==> src/rpn_pkg.sv <==
// Shared types, constants and command codes for the RPN stack calculator.
`default_nettype none
package rpn_pkg;
    localparam int STACK_DEPTH = 64;
    localparam int FRAC_BITS   = 16;
    localparam int PTR_W       = $clog2(STACK_DEPTH);
    localparam int CNT_W       = $clog2(STACK_DEPTH + 1);
    localparam int QUEUE_DEPTH = 2;

    typedef enum logic [3:0] {
        OP_PUSH    = 4'd0,
        OP_ADD     = 4'd1,
        OP_SUB     = 4'd2,
        OP_MUL     = 4'd3,
        OP_DIV     = 4'd4,
        OP_SUM_ALL = 4'd5,
        OP_SUB_ALL = 4'd6,
        OP_MUL_ALL = 4'd7,
        OP_COPY    = 4'd8
    } t_op;

    typedef enum logic [2:0] {
        ST_OK   = 3'd0,
        ST_FEW  = 3'd1,
        ST_FULL = 3'd2,
        ST_SAT  = 3'd3,
        ST_DIV0 = 3'd4
    } t_status;

    // Command class decided by the front end.
    typedef enum logic [2:0] {
        CL_NOP    = 3'd0,
        CL_PUSH   = 3'd1,
        CL_BINARY = 3'd2,
        CL_REDUCE = 3'd3,
        CL_COPY   = 3'd4
    } t_class;

    typedef struct packed {
        logic        [3:0]  op;
        logic signed [31:0] value;
    } t_in_item;

    typedef struct packed {
        logic        [2:0]  status;
        logic signed [31:0] top_value;
        logic        [6:0]  stack_count;
    } t_out_item;

    typedef struct packed {
        t_class             cls;
        logic        [3:0]  op;
        logic signed [31:0] value;
    } t_cmd;

    // Clamp a 64-bit intermediate to the signed 32-bit range.
    function automatic logic signed [31:0] clamp32(input logic signed [63:0] v);
        logic signed [31:0] r;
        if (v > 64'sh0000_0000_7FFF_FFFF) r = 32'sh7FFF_FFFF;
        else if (v < -64'sh0000_0000_8000_0000) r = 32'sh8000_0000;
        else r = v[31:0];
        return r;
    endfunction

    function automatic logic sat64(input logic signed [63:0] v);
        return (v > 64'sh0000_0000_7FFF_FFFF) || (v < -64'sh0000_0000_8000_0000);
    endfunction
endpackage
`default_nettype wire

==> src/rpn_front.sv <==
// Front end: accepts commands, classifies them and queues them for the back end.
`default_nettype none
module rpn_front (
    input  wire logic              i_clk,
    input  wire logic              i_rst_n,
    input  wire logic              i_valid,
    output logic                   o_ready,
    input  wire rpn_pkg::t_in_item i_item,
    output logic                   o_cmd_valid,
    input  wire logic              i_cmd_ready,
    output rpn_pkg::t_cmd          o_cmd
);
    rpn_pkg::t_cmd r_q [rpn_pkg::QUEUE_DEPTH];
    logic          r_wp, r_rp;
    logic [1:0]    r_cnt;
    rpn_pkg::t_cmd w_cmd;
    logic          w_push, w_pop;

    always_comb begin
        w_cmd.op    = i_item.op;
        w_cmd.value = i_item.value;
        unique case (i_item.op)
            rpn_pkg::OP_PUSH: w_cmd.cls = rpn_pkg::CL_PUSH;
            rpn_pkg::OP_ADD, rpn_pkg::OP_SUB, rpn_pkg::OP_MUL, rpn_pkg::OP_DIV:
                w_cmd.cls = rpn_pkg::CL_BINARY;
            rpn_pkg::OP_SUM_ALL, rpn_pkg::OP_SUB_ALL, rpn_pkg::OP_MUL_ALL:
                w_cmd.cls = rpn_pkg::CL_REDUCE;
            rpn_pkg::OP_COPY: w_cmd.cls = rpn_pkg::CL_COPY;
            default: w_cmd.cls = rpn_pkg::CL_NOP;
        endcase
    end

    assign o_ready     = (r_cnt != 2'(rpn_pkg::QUEUE_DEPTH));
    assign o_cmd_valid = (r_cnt != 2'd0);
    assign o_cmd       = r_q[r_rp];
    assign w_push      = i_valid && o_ready;
    assign w_pop       = o_cmd_valid && i_cmd_ready;

    always_ff @(posedge i_clk) begin
        if (w_push) begin
            r_q[r_wp] <= w_cmd;
        end
        if (!i_rst_n) begin
            r_wp  <= 1'b0;
            r_rp  <= 1'b0;
            r_cnt <= 2'd0;
        end else begin
            if (w_push) r_wp <= ~r_wp;
            if (w_pop) r_rp <= ~r_rp;
            r_cnt <= r_cnt + {1'b0, w_push} - {1'b0, w_pop};
        end
    end

    a_cnt_bound: assert property (@(posedge i_clk) disable iff (!i_rst_n)
        r_cnt != 2'd3) else $error("queue count out of range");
    a_full_block: assert property (@(posedge i_clk) disable iff (!i_rst_n)
        r_cnt == 2'd2 |-> !o_ready) else $error("accepted into full queue");
    a_ptr: assert property (@(posedge i_clk) disable iff (!i_rst_n)
        (r_cnt == 2'd0 || r_cnt == 2'd2) |-> r_wp == r_rp)
        else $error("queue pointers out of step");
endmodule
`default_nettype wire

==> config.mk <==
export PLATFORM = sky130hd
export DESIGN_NAME = rpn_front
export DESIGN_NICKNAME = d
export VERILOG_FILES = /design/src/rpn_pkg.sv /design/src/rpn_front.sv
export SDC_FILE = /design/constraint.sdc
export NUM_CORES = 1
export LEC_CHECK = 0
export BUFFER_PORTS_ARGS = -buffer_cell sky130_fd_sc_hd__buf_2
export CORE_MARGIN = 2
export CORE_UTILIZATION = 47
export CTS_CLUSTER_SIZE = 40
export DETAILED_ROUTE_END_ITERATION = 10
export PLACE_DENSITY = 0.75
export SLEW_MARGIN = 20
export SYNTH_ARGS = -nofsm -noshare
export SYNTH_HDL_FRONTEND = slang
export SYNTH_SLANG_ARGS = --single-unit
==> constraint.sdc <==
create_clock -name i_clk -period 2.8 [get_ports i_clk]
set_clock_uncertainty 0.2 [all_clocks]
set_input_delay 0.7 -clock i_clk [delete_from_list [all_inputs] [get_ports i_clk]]
set_output_delay 0.7 -clock i_clk [all_outputs]
set_load 0.05 [all_outputs]
---- Word level (Yosys, flattened, before mapping) ----
Memory sizes are Yosys's and may differ from the RTL's. A register that Yosys moved wholly into a read port is not among the register bits.
Cells that the tools add are included.
word-level totals
  register bits after elaboration ......... 4
  bits in writable memories ............... 78
  word-level logic and storage cells ...... 17
  memories ................................ 2
  output and inout port bits .............. 41
  bits in read-only memories .............. 48
  input port bits ......................... 40
memory list
  name              words  bits a word  rd ports  clocked after Yosys merged registers in  wr ports  line             source
  r_q               2      39           1         1                                        1         rpn_front.sv:13  rpn_pkg::t_cmd r_q [rpn_pkg::QUEUE_DEPTH];
  (name not given)  16     3            1         0                                        0         rpn_front.sv:22  unique case (i_item.op)
operators by class
  mux-type cells .......................... 4
  add/sub/neg operators ................... 2
  eq/ne operators ......................... 1
  reductions and logical operators ........ 3
  bitwise operators ....................... 2
operators with widths
  operator                                      number
  two-way mux 1 bit                             4
  adder 2 x 1 -> 2 bit                          1
  logical AND 1 bit                             2
  inequality test 2 bit, second input constant  1
  NOT 1 bit                                     2
  nonzero test 2 bit                            1
  subtractor 2 x 1 -> 2 bit                     1

---- Depth between registers and ports, before layout ----
Gate-level depths: netlist (run 1).
  word-level depth ........................ 4
  mapped depth ............................ 8

---- Worst setup path before layout (run 1) ----
Ideal clock, no wire load.
  kind .................................... register -> register
  start point ............................. reg r_cnt[0]
  end point ............................... mem r_q[0][0] in the netlist's numbering (enable)
  slack ................................... -0.510 ns
  stages on the path, launching flop included .. 4
  setup time .............................. 0.435 ns
  data required time ...................... 2.165 ns
  buffers on the path ..................... 0
  data arrival time ....................... 2.674 ns
  cells stage by stage .................... dfxtp_1 nand2b_1 nand2_1 nor2_1
on the way
  word-level cells in the longest chain between the ends .. 4
ends and longest elaborated chain
  what                                     line             source
  start, declared                          rpn_front.sv:15  logic [1:0] r_cnt;
  start signal, assigned                   rpn_front.sv:50  r_cnt <= r_cnt + {1'b0, w_push} - {1'b0, w_pop};
  inequality test 2 bit                    rpn_front.sv:33  assign o_ready = (r_cnt != 2'(rpn_pkg::QUEUE_DEPTH));
  via o_ready                              rpn_front.sv:7   output logic o_ready,
  logical AND 1 bit                        rpn_front.sv:36  assign w_push = i_valid && o_ready;
  two-way mux 1 bit                        rpn_front.sv:40  if (w_push) begin
  two-way mux 1 bit (implied by the code)  rpn_front.sv:41  r_q[r_wp] <= w_cmd;
  end, declared                            rpn_front.sv:13
The timed path passes the listed nets, and every way through them passes these cells.

==> flow_metrics.env, run 1 <==
export IMPL_synth_distinct_cells=20
export IMPL_clkPwrFrac=0.191
export IMPL_power_leakage_nw=1.46
export IMPL_finalHoldViolCount=0
export IMPL_die_area_sq_mm=0.00733
export IMPL_nets=285
export IMPL_synthSimpleGateAreaFrac=0.0240
export IMPL_clockRootBuffer="clkbuf_8"
export IMPL_htree_num_levels=3
export IMPL_synth_most_common_cell="edfxtp_1"
export IMPL_r2r_slack_ps=910
export IMPL_cp_slowest_cell="mux2_2"
export IMPL_grt_pass1_wl_um=7400
export IMPL_worstHoldPathCells=2
export IMPL_synthArstFlopShare=0
export IMPL_ant_nets=0
export IMPL_grt_pass1_vias=1585
export IMPL_first_iter_violations=102
export IMPL_yosys_most_used_dff="edfxtp_1"
export IMPL_drive_gt1_frac=0.571
export IMPL_drv_slew=0
export IMPL_vias=1593
export IMPL_place_ws_ps=666
export IMPL_hold_end="r_wp"
export IMPL_critical_path_required_ps=1900
export IMPL_peakVddDrop_mv=0.654
export IMPL_max_freq_mhz=414
export IMPL_fp_dieW_um=85.6
export IMPL_rsz0062_at_grt="no"
export IMPL_ios=81
export IMPL_clkSinkCount=83
export IMPL_timing_rr_end="r_cnt[1]"
export IMPL_die_h_um=85.6
export IMPL_syn_nets=194
export IMPL_tightest_slew_ps=537
export IMPL_status="finished clean"
export IMPL_core_area_sq_mm=0.00639
export IMPL_yosysWarningCount=0
export IMPL_max_clock_path_buffers=2
export IMPL_crit_chain="buf_12 -> mux2_2 -> buf_2"
export IMPL_ys_top_cells_by_area="edfxtp_1 75%, mux2_2 10%, mux2_4 4.8%"
export IMPL_clkTransAtPathRegs_ps=70
export IMPL_vias_per_cell=4.92
export IMPL_maxSlewHeadroom=0.642
export IMPL_netlist_instances=151
export IMPL_synth_top_family_by_area="multiplexers"
export IMPL_wl_um=4960
export IMPL_rows=29
export IMPL_p_sw_frac=0.384
export IMPL_netlist_area_sq_mm=0.00313
export IMPL_start_util=0.490
export IMPL_worst_slack_ps=383
export IMPL_synth_xor_area_frac=0.00840
export IMPL_dpl_hpwl_um=3230
export IMPL_cts_tree="done"
export IMPL_wl_per_cell_um=15.3
export IMPL_syn_avg_cell_area_sq_um=20.7
export IMPL_cts_hold_buf=0
export IMPL_grt_overflow=0
export IMPL_reg2reg_depth=8
export IMPL_clkLatencyLatePin_ps=320
export IMPL_period_minus_slack_ps=2420
export IMPL_cp_slowest_stage_delay_ps=380
export IMPL_worst_path_buf_inv=2
export IMPL_arrival_ps=1520
export IMPL_min_period_over_period=0.863
export IMPL_numCtsBuffers=9
export IMPL_crit_type="reg2out"
export IMPL_post_cts_buffers=0
export IMPL_powerDensity_mw_per_mm2=983
export IMPL_synth_edff_count=78
export IMPL_internal_power_w=0.00231
export IMPL_synth_common_cells="78 x edfxtp_1, 29 x mux2_2, 10 x mux2_4"
export IMPL_syn2layout_area_growth_pct=21.6
export IMPL_crit_family="buffers and inverters"
export IMPL_synth_top_area_frac=0.749
export IMPL_grt_max_degree=40
export IMPL_setup_violations=0
export IMPL_grtUsageTotal=0.136
export IMPL_routabilityCongestion=0.661
export IMPL_p_seq_frac=0.431
export IMPL_p_comb_frac=0.378
export IMPL_cp_end_kind="output pin"
export IMPL_synth_compound_area_share=0.00400
export IMPL_max_cap_viol_count=0
export IMPL_dr_pass1_iters=4
export IMPL_min_from="r_wp"
export IMPL_antenna_cells=0
export IMPL_ys_seq_area_frac=0.780
export IMPL_muxShareOfSynthArea=0.156
export IMPL_switching_power_w=0.00144
export IMPL_cts_repair_resize_count=0
export IMPL_r2r_start="r_cnt[0]"
export IMPL_grt_antenna_before_repair=0
export IMPL_portBuffers=80
export IMPL_fin_setup_tns_ps=0
export IMPL_synth_seq_cells=83
export IMPL_worst_path_max_fanout=39
export IMPL_synthAdderAreaFrac=0.0120
export IMPL_drc=0
export IMPL_startpoint_type="flop"
export IMPL_hold_path_class="reg2reg"
export IMPL_synth_top_cell_by_area="edfxtp_1"
## how the worst max path moves through the flow
stage,from,end,slack (ps),cells after the start
2_1_floorplan,r_cnt[0],r_q[0][0],130,3
3_3_place_gp,i_valid,r_cnt[1],680,8
3_5_place_dp,i_valid,r_cnt[1],670,8
4_1_cts,flop,o_cmd[18],360,3
5_1_grt,flop,o_cmd[18],310,3
6_report,flop,o_cmd[18],380,3
## kinds of logic after synthesis
| family | Yosys count |
|---|---|
| XOR/XNOR | 3 |
| AO/OA/AOI/OAI | 2 |
| flip-flops | 83 |
| multiplexers | 40 |
| AND/OR/NAND/NOR | 14 |
| adder cells (fa/ha/maj) | 3 |
| buffers and inverters | 6 |
## power groups by stage
| stage | clock network [W] | logic, W | registers [W] |
|---|---|---|---|
| finish | 0.000715 | 0.00141 | 0.00161 |
| global route | 0.000793 | 0.00149 | 0.00163 |
| CTS | 0.000741 | 0.00143 | 0.00162 |
| detailed placement | 0 | 0.00143 | 0.00164 |
| global placement | 0 | 0.00142 | 0.00163 |
| floorplan | 0 | 0.00116 | 0.00163 |
## registers in the layout, summed over array words and instances (netlist names), named ones only
name   count
r_q       78
r_cnt      2
r_rp       1
r_wp       1
## layout make-up
type / instances / area [sq um]
multi-input combinational: 62 / 647
clock inverter: 7 / 45.0
inverter: 2 / 7.51
timing repair buffer: 84 / 443
tap: 77 / 96.3
clock buffer: 9 / 124
sequential: 83 / 2440
fill: 491 / 2580
## worst reg2reg max path, cell delays in order (launching register included)
cell and delay, ps:
dfxtp_1 370, nand2b_1 160, nand2_1 140, ha_1 300, inv_1 30, ha_1 170
xnor2_1 130, xnor2_1 120, and2_1 160
## layout by cell type, fill, tap and decap left out, types with 3 or more instances in the layout
cell type / instances
buf_4: 3
ha_1: 3
and2_1: 3
clkbuf_8: 9
mux2_4: 10
buf_2: 80
mux2_2: 29
dfxtp_1: 4
edfxtp_1: 78
xnor2_1: 3
## metal layers
| metal | vias up | track usage | wire length [um] |
|---|---|---|---|
| li1 | 762 | - | - |
| met1 | 768 | 0.157 | 2070 |
| met2 | 56 | 0.229 | 2490 |
| met3 | 7 | 0.0510 | 320 |
| met4 | 0 | 0.0577 | 74 |
| met5 | - | 0 | 0 |
## through the flow
stage	util	hold WS [ps]	power, W	instance area, sq um	instances
2_1_floorplan	-	266	0.00279	3130	151
3_3_place_gp	0.570	308	0.00305	3640	308
3_5_place_dp	0.570	328	0.00307	3640	308
4_1_cts	0.596	338	0.00379	3810	324
5_1_grt	0.596	332	0.00391	3810	324
6_report	0.596	330	0.00374	3810	324
Note: power is estimated with default switching activity, not from simulation.
==> run 2, diff against run 1 <==
==> constraint.sdc (replaced) <==
create_clock -name i_clk -period 2.8 [get_ports i_clk]
set_clock_uncertainty 0.2 [all_clocks]
set_input_delay 0.84 -clock i_clk [delete_from_list [all_inputs] [get_ports i_clk]]
set_output_delay 0.84 -clock i_clk [all_outputs]
set_load 0.05 [all_outputs]
==> flow_metrics.env, run 2 (same netlist as run 1, synthesis figures left out) <==
export IMPL_status="finished clean"
export IMPL_cts_hold_buf=0
export IMPL_drc=0
export IMPL_die_h_um=85.6
export IMPL_tightest_slew_ps=395
export IMPL_max_cap_viol_count=0
export IMPL_maxSlewHeadroom=0.736
export IMPL_hold_path_class="reg2reg"
export IMPL_p_comb_frac=0.340
export IMPL_post_route_util=0.616
export IMPL_layout_common_cells="80 x buf_2, 78 x edfxtp_1, 29 x mux2_2"
export IMPL_place_ws_ps=486
export IMPL_antenna_cells=0
export IMPL_vias=1604
export IMPL_route_met3_wl_um=357
export IMPL_syn2layout_area_growth_pct=25.7
export IMPL_wl_met1_um=2060
export IMPL_dr_wl_met2_um=2640
export IMPL_cts_tree="done"
export IMPL_grt_max_degree=27
export IMPL_top_layer="met4"
export IMPL_grtUsageTotal=0.142
export IMPL_r2r_slack_ps=880
export IMPL_ant_nets=0
export IMPL_largest_register_ffs=78
export IMPL_ios=81
export IMPL_routabilityCongestion=0.718
export IMPL_clockRootBuffer="clkbuf_8"
export IMPL_largestRegisters="r_q x78, r_cnt x2"
export IMPL_clkTransAtPathRegs_ps=70
export IMPL_post_cts_buffers=0
export IMPL_vias_per_cell=4.95
export IMPL_crit_type="reg2out"
export IMPL_htree_num_levels=3
export IMPL_numCtsBuffers=9
export IMPL_wl_um=5120
export IMPL_start_util=0.490
export IMPL_power_leakage_nw=1.52
export IMPL_timing_rr_end="r_cnt[1]"
export IMPL_finalHoldViolCount=0
export IMPL_fin_setup_tns_ps=0
export IMPL_regMostFlops="r_q"
export IMPL_power_w=0.00420
export IMPL_hold_end="r_rp"
export IMPL_first_iter_violations=83
export IMPL_drv_slew=0
export IMPL_clkPwrFrac=0.276
export IMPL_grt_pass1_wl_um=7740
export IMPL_r2r_start="r_cnt[0]"
export IMPL_core_area_sq_mm=0.00639
export IMPL_reg2reg_depth=8
export IMPL_wl_per_cell_um=15.8
export IMPL_max_clock_path_buffers=2
export IMPL_arrival_ps=1620
export IMPL_peakVddDrop_mv=0.598
export IMPL_period_minus_slack_ps=2660
export IMPL_clkSinkCount=83
export IMPL_max_freq_mhz=376
export IMPL_powerDensity_mw_per_mm2=1070
export IMPL_worst_slack_ps=138
export IMPL_p_sw_frac=0.342
export IMPL_grt_antenna_before_repair=0
export IMPL_final_common_cell="buf_2"
export IMPL_drive_gt1_frac=0.575
export IMPL_internal_power_w=0.00277
export IMPL_nets=286
export IMPL_critical_path_required_ps=1760
export IMPL_fp_dieW_um=85.6
export IMPL_dr_pass1_iters=4
export IMPL_min_from="r_rp"
export IMPL_p_seq_frac=0.384
export IMPL_grt_pass1_vias=1648
export IMPL_portBuffers=80
export IMPL_cts_repair_resize_count=0
export IMPL_setup_violations=0
export IMPL_switching_power_w=0.00144
export IMPL_rows=29
export IMPL_cp_end_kind="output pin"
export IMPL_rsz0062_at_grt="no"
export IMPL_hold_slack_ps=353
export IMPL_startpoint_type="flop"
export IMPL_fillers=456
export IMPL_worstHoldPathCells=2
export IMPL_die_area_sq_mm=0.00733
export IMPL_clkLatencyLatePin_ps=330
export IMPL_grt_overflow=0
export IMPL_min_period_over_period=0.951
export IMPL_worst_path_max_fanout=25
-- run 2: cell count changes in the layout (fill, tap and decap cells not counted), sizes merged --
| cell | before | now |
|---|---|---|
| bufinv | 0 | 5 |
| clkbuf | 9 | 10 |
| clkinv | 5 | 0 |
| clkinvlp | 2 | 0 |
| buf | 84 | 85 |
-- run 2: worst max-delay path by stage --
stage | slack (ps) | cells after the start | startpoint | to
after floorplan | 130 | 3 | r_cnt[0] | r_q[0][0]
after global placement | 510 | 3 | flop | o_cmd[23]
after detailed placement | 490 | 8 | i_valid | r_cnt[1]
after CTS | 110 | 3 | flop | o_cmd[14]
after global routing | 60 | 3 | flop | o_cmd[14]
final | 140 | 3 | flop | o_cmd[14]
-- run 2: layout make-up --
class | instances | area (sq um) | area share
flip-flops and latches | 83 | 2440 | 0.621
multi-input cells | 62 | 647 | 0.164
repair buffers | 85 | 463 | 0.118
clock inverters | 5 | 150 | 0.0382
clock buffers | 10 | 128 | 0.0324
well taps | 77 | 96.3 | 0.0245
inverters | 2 | 7.51 | 0.00191
-- run 2: routing by layer --
layer	vias to the layer above	global-route usage
met1	775	0.157
met3	6	0.0606
met4	0	0.0491
li1	767	-
met5	-	0
met2	56	0.246
-- run 2: power groups by stage --
stage	clock network [W]	registers [W]	logic, W
6_report	0.00116	0.00161	0.00143
5_1_grt	0.00124	0.00163	0.00150
4_1_cts	0.00118	0.00161	0.00144
3_5_place_dp	0	0.00164	0.00144
3_3_place_gp	0	0.00163	0.00143
2_1_floorplan	0	0.00163	0.00116
-- run 2: worst max-delay path, cell delays in order (launching register included) --
cell and delay (ps):
dfxtp_2 330, buf_4 340, mux2_2 390, buf_2 210
-- run 2: per-stage QoR --
step | std cells | cell area [sq um]
finish | 324 | 3940
global route | 324 | 3940
CTS | 324 | 3940
detailed placement | 309 | 3660
global placement | 309 | 3660
floorplan | 151 | 3130
==> run 3, diff against run 2 <==
ABC_AREA = 1   (was default)
==> flow_metrics.env, run 3 <==
export IMPL_htree_num_levels=3
export IMPL_cp_slowest_stage_delay_ps=470
export IMPL_multi_input_area_sq_um=627
export IMPL_hold_path_class="reg2reg"
export IMPL_synth_most_common_cell="edfxtp_1"
export IMPL_netlist_instances=165
export IMPL_largest_register_ffs=78
export IMPL_post_cts_buffers=0
export IMPL_cts_hold_buf=0
export IMPL_max_freq_mhz=371
export IMPL_peakVddDrop_mv=0.647
export IMPL_largestRegisters="r_q x78, r_cnt x2"
export IMPL_cp_slowest_cell="dfxtp_2"
export IMPL_yosysWarningCount=0
export IMPL_arrival_ps=1660
export IMPL_grt_max_degree=40
export IMPL_regArea_sq_mm=0.00244
export IMPL_die_area_sq_mm=0.00735
export IMPL_drive_gt1_frac=0.540
export IMPL_synth_edff_count=78
export IMPL_finalHoldViolCount=0
export IMPL_final_common_cell="buf_2"
export IMPL_cts_repair_resize_count=0
export IMPL_synth_distinct_cells=13
export IMPL_tightest_slew_ps=292
export IMPL_timing_rr_end="r_cnt[1]"
export IMPL_rows=29
export IMPL_crit_type="reg2out"
export IMPL_ios=81
export IMPL_portBuffers=80
export IMPL_startpoint_type="flop"
export IMPL_dr_pass1_iters=10
export IMPL_period_minus_slack_ps=2700
export IMPL_wl_per_cell_um=15.0
export IMPL_r2r_slack_ps=1050
export IMPL_regMostFlops="r_q"
export IMPL_ys_top_cells_by_area="edfxtp_1 75%, mux2_2 10%, mux2_4 4.8%"
export IMPL_routabilityCongestion=0.691
export IMPL_start_util=0.489
export IMPL_first_iter_violations=82
export IMPL_die_h_um=85.7
export IMPL_layout_common_cells="80 x buf_2, 78 x edfxtp_1, 29 x mux2_2"
export IMPL_power_leakage_nw=1.53
export IMPL_critical_path_required_ps=1760
export IMPL_grt_overflow=0
export IMPL_yosys_most_used_dff="edfxtp_1"
export IMPL_r2r_start="r_cnt[0]"
export IMPL_vias=1659
export IMPL_wl_um=5080
export IMPL_drc=5
export IMPL_fp_dieW_um=85.7
export IMPL_cp_end_kind="output pin"
export IMPL_rsz0062_at_grt="no"
export IMPL_synth_top_cell_by_area="edfxtp_1"
export IMPL_clkTransAtPathRegs_ps=80
export IMPL_grt_pass1_wl_um=7660
export IMPL_power_w=0.00390
export IMPL_vias_per_cell=4.91
export IMPL_min_period_over_period=0.963
export IMPL_synth_seq_cells=83
export IMPL_cp_endpoint="o_cmd[21]"
export IMPL_crit_chain="buf_12 -> mux2_2 -> buf_2"
export IMPL_nets=299
export IMPL_fillers=499
export IMPL_status="complete, but fails checks"
export IMPL_ys_seq_area_frac=0.778
export IMPL_syn2layout_area_growth_pct=22.6
export IMPL_drv_slew=0
export IMPL_ant_nets=0
export IMPL_antenna_cells=0
export IMPL_max_clock_path_buffers=2
export IMPL_grt_pass1_vias=1608
export IMPL_powerDensity_mw_per_mm2=1010
export IMPL_setup_violations=0
export IMPL_clkSinkCount=83
export IMPL_worst_path_max_fanout=31
export IMPL_synth_common_cells="78 x edfxtp_1, 29 x mux2_2"
export IMPL_cts_tree="done"
export IMPL_max_cap_viol_count=0
export IMPL_failed_checks="DRC"
export IMPL_core_area_sq_mm=0.00642
export IMPL_numCtsBuffers=9
export IMPL_maxSlewHeadroom=0.805
export IMPL_netlist_area_sq_mm=0.00314
export IMPL_clkLatencyLatePin_ps=340
export IMPL_fin_setup_tns_ps=0
export IMPL_synth_top_area_frac=0.746
export IMPL_syn_nets=208
export IMPL_syn_avg_cell_area_sq_um=19.0
export IMPL_dpl_hpwl_um=3420
export IMPL_grt_antenna_before_repair=0
export IMPL_synthArstFlopShare=0
export IMPL_clockRootBuffer="clkbuf_8"
export IMPL_reg2reg_depth=10
export IMPL_grtUsageTotal=0.142
==> run 3: cell types whose count changed after synthesis, moves of 3 or more <==
cell and change:
and2_1 -3, nand3_1 +3, xnor2_1 -3, nor2_1 +7, inv_1 +8, nand2_1 +8
==> run 3: metal layers <==
layer,GRT usage,up-vias,routed length [um]
met5,0,-,0
met4,0.0837,0,129
met3,0.0375,12,298
met2,0.218,52,2460
met1,0.183,795,2190
li1,-,800,-
==> run 3: cell type report <==
type                            instances  area share
Clock buffer                            9      0.0322
Clock inverter                          7      0.0175
Sequential cell                        83       0.635
Timing Repair Buffer                   84       0.118
Multi-Input combinational cell         68       0.163
Inverter                               10     0.00975
Tap cell                               77      0.0250
==> run 3: worst max-delay path: cells and delay by family, from the launching register on <==
family	cells	cell delay [ps]
mux	1	370
flops	1	470
buf+inv	2	470
==> run 3: kinds of logic after synthesis <==
family,share of synthesized area
flops,0.778
mux,0.152
simple gates,0.0287
buf+inv,0.0251
compound gates,0.00478
fa+ha+maj,0.0120
==> run 3: power by group <==
group	internal, W	switching (W)	total (W)
clock network	0.000410	0.000412	0.000823
logic	0.000422	0.00101	0.00144
registers	0.00158	0.0000676	0.00164
total	0.00241	0.00149	0.00390
==> run 3: per-stage QoR <==
stage / setup slack, ps / cell area (sq um) / std cells / utilization / hold WS [ps]
2_1_floorplan: 217 / 3140 / 165 / - / 267
3_3_place_gp: 467 / 3660 / 322 / 0.570 / 293
3_5_place_dp: 465 / 3660 / 322 / 0.570 / 313
4_1_cts: 73.9 / 3850 / 338 / 0.600 / 353
5_1_grt: 22.4 / 3850 / 338 / 0.600 / 393
6_report: 103 / 3850 / 338 / 0.600 / 337
==> run 3: worst min path at each step <==
stage	end	slack, ps	cells past startpoint	from
after floorplan	flop	270	2	r_rp
after global placement	r_rp	290	2	r_rp
after detailed placement	flop	310	2	r_rp
after CTS	flop	350	2	r_rp
after global routing	flop	390	2	r_rp
final	flop	340	2	r_rp
